### config.mk
export PLATFORM = sky130hd
export DESIGN_NAME = random_looping_shift_sequencer
export DESIGN_NICKNAME = d
export VERILOG_FILES = /design/src/hdl/rlss_pkg.sv /design/src/hdl/rlss_quant.sv /design/src/hdl/random_looping_shift_sequencer.sv
export SDC_FILE = /design/constraint.sdc
export NUM_CORES = 1
export LEC_CHECK = 0
export BUFFER_PORTS_ARGS = -buffer_cell sky130_fd_sc_hd__buf_2
export CORE_MARGIN = 2
export CORE_UTILIZATION = 44
export DETAILED_ROUTE_END_ITERATION = 16
export GPL_ROUTABILITY_DRIVEN = 1
export SYNTH_ARGS = -nofsm -noshare
export SYNTH_HDL_FRONTEND = slang
export SYNTH_SLANG_ARGS = --single-unit
export TNS_END_PERCENT = 30
### constraint.sdc
create_clock -name clock -period 6.9 [get_ports clock]
set_clock_uncertainty 0.1 [all_clocks]
set_input_delay 1.035 -clock clock [delete_from_list [all_inputs] [get_ports clock]]
set_output_delay 1.035 -clock clock [all_outputs]
set_load 0.01 [all_outputs]
### src/hdl/rlss_pkg.sv
package rlss_pkg;

   // Register and field widths
   localparam int REG_BITS      = 16;
   localparam int FUNC_BITS     = 2;
   localparam int DRAW_BITS     = 10;
   localparam int INDEX_BITS    = 4;
   localparam int NOTE_BITS     = 7;
   localparam int LEN_BITS      = 5;
   localparam int LSEL_BITS     = 3;
   localparam int OCT_BITS      = 2;
   localparam int SSEL_BITS     = 2;
   localparam int SIZE_BITS     = 3;
   localparam int SPAN_BITS     = 5;
   localparam int QUOT_BITS     = 5;
   localparam int STEP_BITS     = 3;
   localparam int STEP_NUM_BITS = 4;
   localparam int PROD_BITS     = REG_BITS + SPAN_BITS;
   localparam int CSR_IDX_BITS  = 2;
   localparam int CSR_DATA_BITS = 10;

   localparam logic [REG_BITS-1:0]  SEED_PATTERN  = 16'hA6C5;
   localparam logic [NOTE_BITS-1:0] ROOT_NOTE     = 7'd45;
   localparam logic [DRAW_BITS-1:0] PERMILLE_FULL = 10'd1000;

   localparam logic [DRAW_BITS-1:0] FLIP_RESET  = 10'd160;
   localparam logic [LSEL_BITS-1:0] LSEL_RESET  = 3'd6;
   localparam logic [OCT_BITS-1:0]  OCT_RESET   = 2'd2;
   localparam logic [SSEL_BITS-1:0] SSEL_RESET  = 2'd0;

   // Item operations
   localparam logic [FUNC_BITS-1:0] FUNC_TICK = 2'd0;
   localparam logic [FUNC_BITS-1:0] FUNC_FLIP = 2'd1;
   localparam logic [FUNC_BITS-1:0] FUNC_LOAD = 2'd2;

   // Configuration register indexes
   localparam logic [CSR_IDX_BITS-1:0] CSR_FLIP_PERMILLE = 2'd0;
   localparam logic [CSR_IDX_BITS-1:0] CSR_LENGTH_SELECT = 2'd1;
   localparam logic [CSR_IDX_BITS-1:0] CSR_OCTAVE_COUNT  = 2'd2;
   localparam logic [CSR_IDX_BITS-1:0] CSR_SCALE_SELECT  = 2'd3;

   typedef struct packed {
      logic [FUNC_BITS-1:0]  func;
      logic [DRAW_BITS-1:0]  random_draw;
      logic [INDEX_BITS-1:0] bit_index;
      logic [REG_BITS-1:0]   load_value;
   } req_payload_type;

   typedef struct packed {
      logic                 note_valid;
      logic [NOTE_BITS-1:0] note;
      logic                 kick;
      logic                 hat;
      logic [REG_BITS-1:0]  register_value;
   } rsp_payload_type;

   typedef struct packed {
      logic                 done;
      logic [QUOT_BITS-1:0] degree;
   } quant_result_type;

   typedef enum logic [1:0] {
      S_IDLE,
      S_QUANT,
      S_FINISH
   } seq_state_type;

   typedef enum logic [1:0] {
      Q_IDLE,
      Q_MUL,
      Q_DIV,
      Q_DONE
   } quant_state_type;

   // Loop length in bits; the unused select code acts as the longest loop
   function automatic logic [LEN_BITS-1:0] loop_length(input logic [LSEL_BITS-1:0] sel);
      logic [LEN_BITS-1:0] len;
      unique case (sel)
         3'd0:    len = 5'd3;
         3'd1:    len = 5'd4;
         3'd2:    len = 5'd5;
         3'd3:    len = 5'd6;
         3'd4:    len = 5'd8;
         3'd5:    len = 5'd12;
         default: len = 5'd16;
      endcase
      return len;
   endfunction

   // Degrees per octave: pentatonic scales have five, modes have seven
   function automatic logic [SIZE_BITS-1:0] scale_size(input logic [SSEL_BITS-1:0] sel);
      return sel[1] ? 3'd7 : 3'd5;
   endfunction

   // Semitone offset of a degree within the octave
   function automatic logic [STEP_NUM_BITS-1:0] scale_step(input logic [SSEL_BITS-1:0] sel,
                                                           input logic [2:0] idx);
      logic [STEP_NUM_BITS-1:0] step;
      step = 4'd0;
      unique case (sel)
         2'd0: begin
            unique case (idx)
               3'd1:    step = 4'd3;
               3'd2:    step = 4'd5;
               3'd3:    step = 4'd7;
               3'd4:    step = 4'd10;
               default: step = 4'd0;
            endcase
         end
         2'd1: begin
            unique case (idx)
               3'd1:    step = 4'd2;
               3'd2:    step = 4'd4;
               3'd3:    step = 4'd7;
               3'd4:    step = 4'd9;
               default: step = 4'd0;
            endcase
         end
         2'd2: begin
            unique case (idx)
               3'd1:    step = 4'd2;
               3'd2:    step = 4'd3;
               3'd3:    step = 4'd5;
               3'd4:    step = 4'd7;
               3'd5:    step = 4'd9;
               3'd6:    step = 4'd10;
               default: step = 4'd0;
            endcase
         end
         default: begin
            unique case (idx)
               3'd1:    step = 4'd2;
               3'd2:    step = 4'd3;
               3'd3:    step = 4'd5;
               3'd4:    step = 4'd7;
               3'd5:    step = 4'd8;
               3'd6:    step = 4'd10;
               default: step = 4'd0;
            endcase
         end
      endcase
      return step;
   endfunction

   // Map a clamped degree (below three octaves) to a MIDI note
   function automatic logic [NOTE_BITS-1:0] degree_to_note(input logic [QUOT_BITS-1:0] d,
                                                           input logic [SSEL_BITS-1:0] sel);
      logic [QUOT_BITS-1:0] n;
      logic [QUOT_BITS-1:0] rest;
      logic [NOTE_BITS-1:0] oct_semis;
      n = QUOT_BITS'(scale_size(sel));
      if (d >= (n << 1)) begin
         rest      = d - (n << 1);
         oct_semis = 7'd24;
      end else if (d >= n) begin
         rest      = d - n;
         oct_semis = 7'd12;
      end else begin
         rest      = d;
         oct_semis = 7'd0;
      end
      return ROOT_NOTE + oct_semis + NOTE_BITS'(scale_step(sel, rest[2:0]));
   endfunction

endpackage

### src/hdl/rlss_quant.sv
module rlss_quant (
   input  logic                                      clock,
   input  logic                                      reset,
   input  logic                                      start,
   input  logic [rlss_pkg::REG_BITS-1:0]             reg_value,
   input  logic [rlss_pkg::REG_BITS-1:0]             mask,
   input  logic [rlss_pkg::SPAN_BITS-1:0]            span,
   output rlss_pkg::quant_result_type                result
);
   import rlss_pkg::*;

   quant_state_type        state_ff, state_in;
   logic [REG_BITS-1:0]    value_ff, value_in;
   logic [REG_BITS-1:0]    mask_ff, mask_in;
   logic [SPAN_BITS-1:0]   span_ff, span_in;
   logic [PROD_BITS-1:0]   rem_ff, rem_in;
   logic [QUOT_BITS-1:0]   quot_ff, quot_in;
   logic [STEP_BITS-1:0]   step_ff, step_in;
   logic [PROD_BITS-1:0]   trial;

   // Next state
   always_comb begin
      state_in = state_ff;
      unique case (state_ff)
         Q_IDLE:  if (start) state_in = Q_MUL;
         Q_MUL:   state_in = Q_DIV;
         Q_DIV:   if (step_ff == '0) state_in = Q_DONE;
         Q_DONE:  state_in = Q_IDLE;
         default: state_in = Q_IDLE;
      endcase
   end

   // Multiply once, then restore one quotient bit a cycle
   always_comb begin
      value_in = value_ff;
      mask_in  = mask_ff;
      span_in  = span_ff;
      rem_in   = rem_ff;
      quot_in  = quot_ff;
      step_in  = step_ff;
      trial    = PROD_BITS'(mask_ff) << step_ff;
      unique case (state_ff)
         Q_IDLE: begin
            if (start) begin
               value_in = reg_value;
               mask_in  = mask;
               span_in  = span;
            end
         end
         Q_MUL: begin
            rem_in  = PROD_BITS'(value_ff) * PROD_BITS'(span_ff);
            quot_in = '0;
            step_in = STEP_BITS'(QUOT_BITS - 1);
         end
         Q_DIV: begin
            if (rem_ff >= trial) begin
               rem_in           = rem_ff - trial;
               quot_in[step_ff] = 1'b1;
            end
            step_in = step_ff - 1'b1;
         end
         default: begin
         end
      endcase
   end

   // Clamp a full register to the top degree
   always_comb begin
      result.done   = (state_ff == Q_DONE);
      result.degree = (quot_ff >= span_ff) ? (span_ff - 1'b1) : quot_ff;
   end

   always_ff @(posedge clock) begin
      if (reset) begin
         state_ff <= Q_IDLE;
      end else begin
         state_ff <= state_in;
      end
      value_ff <= value_in;
      mask_ff  <= mask_in;
      span_ff  <= span_in;
      rem_ff   <= rem_in;
      quot_ff  <= quot_in;
      step_ff  <= step_in;
   end

endmodule

### src/hdl/random_looping_shift_sequencer.sv
// Random looping shift sequencer.
// Request channel (req_valid/req_ready/req_data) takes one word per item: a
// clock tick, a flip of one loop bit, or a load of the register. Each item
// gives exactly one response word on rsp_valid/rsp_ready/rsp_data, carrying
// the register after the item and, for a tick, the quantized note and the
// kick and hat triggers.
// A tick's response word passes the 16x5 multiply, the restoring divider at
// one quotient bit a cycle, the clamp of the degree and its mapping to a
// note, and the load of the output register. Flip and load words skip the
// quantizer and go to the output register. One item is in progress at a
// time; req_ready returns high together with rsp_valid, so no new word is
// taken until the last response word is in the output register.
// A finished response waits in the output register while the next word is
// accepted; if the receiver still stalls when that next item finishes, the
// block holds it and keeps req_ready low until the output register frees.
// Reset (synchronous) loads the seed pattern 0xA6C5 and the default settings
// and empties the output register. The csr_ port writes a setting at each
// edge out of reset with csr_we high. Settings are to be changed only while
// the block is idle; this binds the user and is not enforced by the block.
module random_looping_shift_sequencer (
   input  logic                                  clock,
   input  logic                                  reset,
   input  logic                                  req_valid,
   output logic                                  req_ready,
   input  rlss_pkg::req_payload_type             req_data,
   output logic                                  rsp_valid,
   input  logic                                  rsp_ready,
   output rlss_pkg::rsp_payload_type             rsp_data,
   input  logic                                  csr_we,
   input  logic [rlss_pkg::CSR_IDX_BITS-1:0]     csr_index,
   input  logic [rlss_pkg::CSR_DATA_BITS-1:0]    csr_wdata
);
   import rlss_pkg::*;

   seq_state_type          state_ff, state_in;
   logic [REG_BITS-1:0]    shift_ff, shift_in;
   logic [DRAW_BITS-1:0]   flip_permille_ff;
   logic [LSEL_BITS-1:0]   length_select_ff;
   logic [OCT_BITS-1:0]    octave_count_ff;
   logic [SSEL_BITS-1:0]   scale_select_ff;
   rsp_payload_type        res_ff, res_in;
   rsp_payload_type        rsp_data_ff, rsp_data_in;
   logic                   rsp_valid_ff, rsp_valid_in;

   logic                   req_accept;
   logic                   is_tick;
   logic                   load_out;
   logic                   quant_start;
   quant_result_type       quant_result;

   logic [LEN_BITS-1:0]    len;
   logic [REG_BITS-1:0]    mask;
   logic [OCT_BITS-1:0]    oct_eff;
   logic [SPAN_BITS-1:0]   span;
   logic                   feedback;
   logic [REG_BITS-1:0]    ticked;

   assign req_accept = req_valid && req_ready;
   assign is_tick    = (req_data.func == FUNC_TICK);

   // Next state
   always_comb begin
      state_in = state_ff;
      unique case (state_ff)
         S_IDLE: begin
            if (req_accept) state_in = is_tick ? S_QUANT : S_FINISH;
         end
         S_QUANT: begin
            if (quant_result.done) state_in = S_FINISH;
         end
         S_FINISH: begin
            if (!rsp_valid_ff || rsp_ready) state_in = S_IDLE;
         end
         default: state_in = S_IDLE;
      endcase
   end

   // Handshake controls
   always_comb begin
      req_ready   = (state_ff == S_IDLE);
      quant_start = (state_ff == S_IDLE) && req_accept && is_tick;
      load_out    = (state_ff == S_FINISH) && (!rsp_valid_ff || rsp_ready);
   end

   // Loop geometry and quantizer span from the settings
   always_comb begin
      len      = loop_length(length_select_ff);
      mask     = REG_BITS'((17'd1 << len) - 17'd1);
      oct_eff  = (octave_count_ff == '0) ? OCT_BITS'(1) : octave_count_ff;
      span     = SPAN_BITS'(oct_eff) * SPAN_BITS'(scale_size(scale_select_ff));
      feedback = shift_ff[INDEX_BITS'(len - 1'b1)];
      if ((flip_permille_ff >= PERMILLE_FULL) || (req_data.random_draw < flip_permille_ff))
         feedback = ~feedback;
      ticked   = {shift_ff[REG_BITS-2:0], feedback} & mask;
   end

   // Update the register and build the response word
   always_comb begin
      shift_in = shift_ff;
      res_in   = res_ff;
      if (req_accept) begin
         priority case (req_data.func)
            FUNC_TICK: shift_in = ticked;
            FUNC_FLIP: begin
               if (LEN_BITS'(req_data.bit_index) < len)
                  shift_in = shift_ff ^ (REG_BITS'(1) << req_data.bit_index);
            end
            FUNC_LOAD: shift_in = req_data.load_value;
            default:   shift_in = shift_ff;
         endcase
         res_in.note_valid     = is_tick;
         res_in.note           = '0;
         res_in.kick           = is_tick & shift_in[0];
         res_in.hat            = is_tick & shift_in[2];
         res_in.register_value = shift_in;
      end
      if ((state_ff == S_QUANT) && quant_result.done)
         res_in.note = degree_to_note(quant_result.degree, scale_select_ff);
   end

   // Output register: load a finished word, drop it when taken
   always_comb begin
      rsp_valid_in = rsp_valid_ff;
      rsp_data_in  = rsp_data_ff;
      if (rsp_valid_ff && rsp_ready) rsp_valid_in = 1'b0;
      if (load_out) begin
         rsp_valid_in = 1'b1;
         rsp_data_in  = res_ff;
      end
   end

   assign rsp_valid = rsp_valid_ff;
   assign rsp_data  = rsp_data_ff;

   rlss_quant u_quant (
      .clock     (clock),
      .reset     (reset),
      .start     (quant_start),
      .reg_value (ticked),
      .mask      (mask),
      .span      (span),
      .result    (quant_result)
   );

   always_ff @(posedge clock) begin
      if (reset) begin
         state_ff         <= S_IDLE;
         shift_ff         <= SEED_PATTERN;
         rsp_valid_ff     <= 1'b0;
         flip_permille_ff <= FLIP_RESET;
         length_select_ff <= LSEL_RESET;
         octave_count_ff  <= OCT_RESET;
         scale_select_ff  <= SSEL_RESET;
      end else begin
         state_ff     <= state_in;
         shift_ff     <= shift_in;
         rsp_valid_ff <= rsp_valid_in;
         if (csr_we) begin
            unique case (csr_index)
               CSR_FLIP_PERMILLE: flip_permille_ff <= csr_wdata;
               CSR_LENGTH_SELECT: length_select_ff <= csr_wdata[LSEL_BITS-1:0];
               CSR_OCTAVE_COUNT:  octave_count_ff  <= csr_wdata[OCT_BITS-1:0];
               CSR_SCALE_SELECT:  scale_select_ff  <= csr_wdata[SSEL_BITS-1:0];
               default: begin
               end
            endcase
         end
      end
      res_ff      <= res_in;
      rsp_data_ff <= rsp_data_in;
   end

endmodule

==> results.cfg <==
[yosys]
synth_area_um2 = 11800
synth.distinct_cells = 73
synth_fp_nets = 1420
synthCells = 1235
yosysWarnings = 0
synth-seq-cells = 156
yosysSeqAreaShare = 0.365
netlist.area_leader.share = 0.301
synth_top_cell_by_area = edfxtp_1
synth.cells.most_frequent = 149 x nand2_1, 118 x edfxtp_1, 97 x inv_1, 96 x a21oi_1
yosys-top-cells-area = edfxtp_1 30%, ha_1 9.6%, fa_1 7.8%
synth_edf_count = 118
async_flop_share = 0
ys.flop_type = edfxtp_1
post-synth-top-count-cell = nand2_1
avgSynthCellArea_um2 = 9.54

[setup_path]
path_delay_family = compound AO/OA/AOI/OAI gates
path_class = flop to flop
r2r-start = u_quant.span_ff[1]
start_kind = flop
r2r_slack_ns = 0.63
cp_num_buf_inv = 2
arrival_ns = 6.35
crit_path_frequent_cell = ha_1
cp_max_fo = 18
cp.required_ns = 6.97
crit_chain = inv_1 -> ha_1 -> a31oi_1 -> o21ai_1 -> mux2_2 -> ha_1 -> ha_1 -> nor3b_1 -> o21a_1 -> o21ai_1 -> mux2_2 -> o21ai_1 -> mux2i_1 -> nand2b_1 -> and3_1 -> o21ai_1 -> ha_1 -> inv_1 -> ha_1 -> a31oi_1 -> xnor2_1 -> xnor2_1 -> nor2_1
crit_slowest_cell = o21ai_1
slowest_delay_ns = 0.68
cp-startpoint = u_quant.span_ff[1]
end_kind = flop

[run_status]
status = complete, no violations

[sta]
relSlewSlack = 0.241
timing.final.crit_share = 0.909
fin_ws_ns = 0.626
finalCriticalPeriod_ns = 6.27
rsz0062_at_grt = false
tightestPinTransition_ns = 1.14
hold_viol_final = 0
finalMaxSlewViolations = 0
setup_viol_count_final = 0
finalSetupTns_ns = 0
max_freq_ghz = 0.159

[detailed_routing]
drc = 0
drt-total-wl_um = 27000
routed-via-count = 8857
viasPerCell = 5.42
routedWlPerCell_um = 16.5
initialDrtViolationCount = 742
firstDrtPassIters = 6
postRouteAntennaNets = 0

[clock_network]
hold_buffers = 0
cts_tree = done
cts_setup_buffers = 0
clkTransAtPathRegs_ns = 0.07
ctsResizeCount = 0
cts_buffers = 17
clock_latency_ns = 0.44
clock_sinks = 156
h-tree-depth = 4
cts_root_buf = clkbuf_16
cts_max_path_buffers = 2

[pwr]
power.leakage_nw = 5.47
p_per_area_nw_per_um2 = 369
irDropWorstVdd_v = 0.000160

[place]
place_congestion = 0.844
dp.final_hpwl_um = 20500
placed_area_um2 = 12400
numPortBuffers = 76
dp_slack_ns = 0.665

[global_routing]
grt_pass1_vias = 8604
grt_max_degree = 52
grt_first_pass_wirelength_um = 43900
grt_use_total = 0.194
grt-ovfl-total = 0
antenna_found_initial = 0

[floorplanning]
placementRows = 59
start_util = 0.450
fp.dieW_um = 168
ios = 77
core-area_um2 = 26200
die_area_um2 = 28100
die_y_um = 168

[finish]
layout-drive-gt1-share = 0.126
multi_input_area_um2 = 6900
syn2layout_area_growth_pct = 10.8
final_nets = 1472
seqCellArea_um2 = 4300
utilization = 0.498
fill_cells = 2407
final_cell_area_um2 = 13100
diodes = 0

[min_path]
hold_path.class = flop to flop
hp-start = res_ff[25]

[flow_run]
maxCapViolations = 0
-- where the power goes --
group	internal, W	switching, W	leakage (nW)
combinational	0.00105	0.00142	3.77
sequential	0.00123	0.000132	1.39
clock	0.000565	0.000422	0.304
total	0.00284	0.00197	5.47
-- flip-flops by register name, indices dropped and copies added, names as in the netlist --
| name | count |
|---|---|
| octave_count_ff | 2 |
| u_quant.mask_ff | 16 |
| flip_permille_ff | 10 |
| u_quant.quot_ff | 5 |
| u_quant.span_ff | 5 |
| scale_select_ff | 2 |
| res_ff | 26 |
| state_ff | 2 |
| u_quant.value_ff | 16 |
| u_quant.state_ff | 2 |
| rsp_data | 26 |
| rsp_valid | 1 |
| u_quant.rem_ff | 21 |
| length_select_ff | 3 |
| shift_ff | 16 |
| u_quant.step_ff | 3 |
-- path summary, 6_finish.rpt --
check | end | cells after the start
min | rsp_data[25] | 0
min reg2reg | rsp_data[25] | 0
max | res_ff[22] | 23
max reg2reg | res_ff[22] | 23
-- worst register-to-register path, delay by kind of cell (launching register included) --
family          cells  cell delay (ns)
compound gates      7             1.68
flops               1             0.65
mux                 3             1.06
simple gates        4             0.66
xor+xnor            2             0.31
fa+ha+maj           5             1.36
buf+inv             2             0.20
-- cell usage in the layout (no fill, tap or decap), types with 21 or more instances in the layout --
cell type / synthesis / routed
nor3_1: 23 / 23
buf_2: 8 / 76
fa_1: 46 / 46
ha_1: 90 / 90
and2_1: 50 / 50
xnor2_1: 31 / 31
xor2_1: 24 / 24
a21oi_1: 96 / 96
nor2_1: 90 / 90
nand2_1: 149 / 149
dfxtp_1: 38 / 38
inv_1: 97 / 97
edfxtp_1: 118 / 118
mux2_2: 21 / 21
mux2i_1: 39 / 39
o21ai_0: 50 / 50
-- layer usage --
layer	track usage	vias to the layer above	part of all wire
met1	0.270	4228	0.48
met3	0.0324	20	0.036
met5	0	-	0
li1	-	4412	-
met4	0.0405	0	0.0090
met2	0.321	197	0.47
-- area by class of cell --
| class | count | area share |
|---|---|---|
| Clock buffer | 20 | 0.0350 |
| Clock inverter | 12 | 0.0114 |
| Inverter | 99 | 0.0285 |
| Multi-Input combinational cell | 927 | 0.528 |
| Sequential cell | 156 | 0.330 |
| Tap cell | 335 | 0.0321 |
| Timing Repair Buffer | 86 | 0.0349 |
-- per-stage QoR --
step	hold slack [ns]	cells	power, W
floorplan	0.300	1235	0.00332
global placement	0.303	1603	0.00379
detailed placement	0.305	1603	0.00383
CTS	0.316	1635	0.00484
global route	0.327	1635	0.00523
finish	0.318	1635	0.00482
-- kinds of logic (layout without fill, tap and decap cells) --
family / Yosys count / in the layout / share of synthesized area
AO/OA/AOI/OAI: 254 / 254 / 0.134
AND/OR/NAND/NOR: 415 / 415 / 0.169
XOR/XNOR: 55 / 55 / 0.0409
flip-flops: 156 / 156 / 0.365
buffers and inverters: 152 / 217 / 0.0507
adder cells (fa/ha/maj): 136 / 136 / 0.174
multiplexers: 67 / 67 / 0.0666
Power figures use the tool's default switching activity.
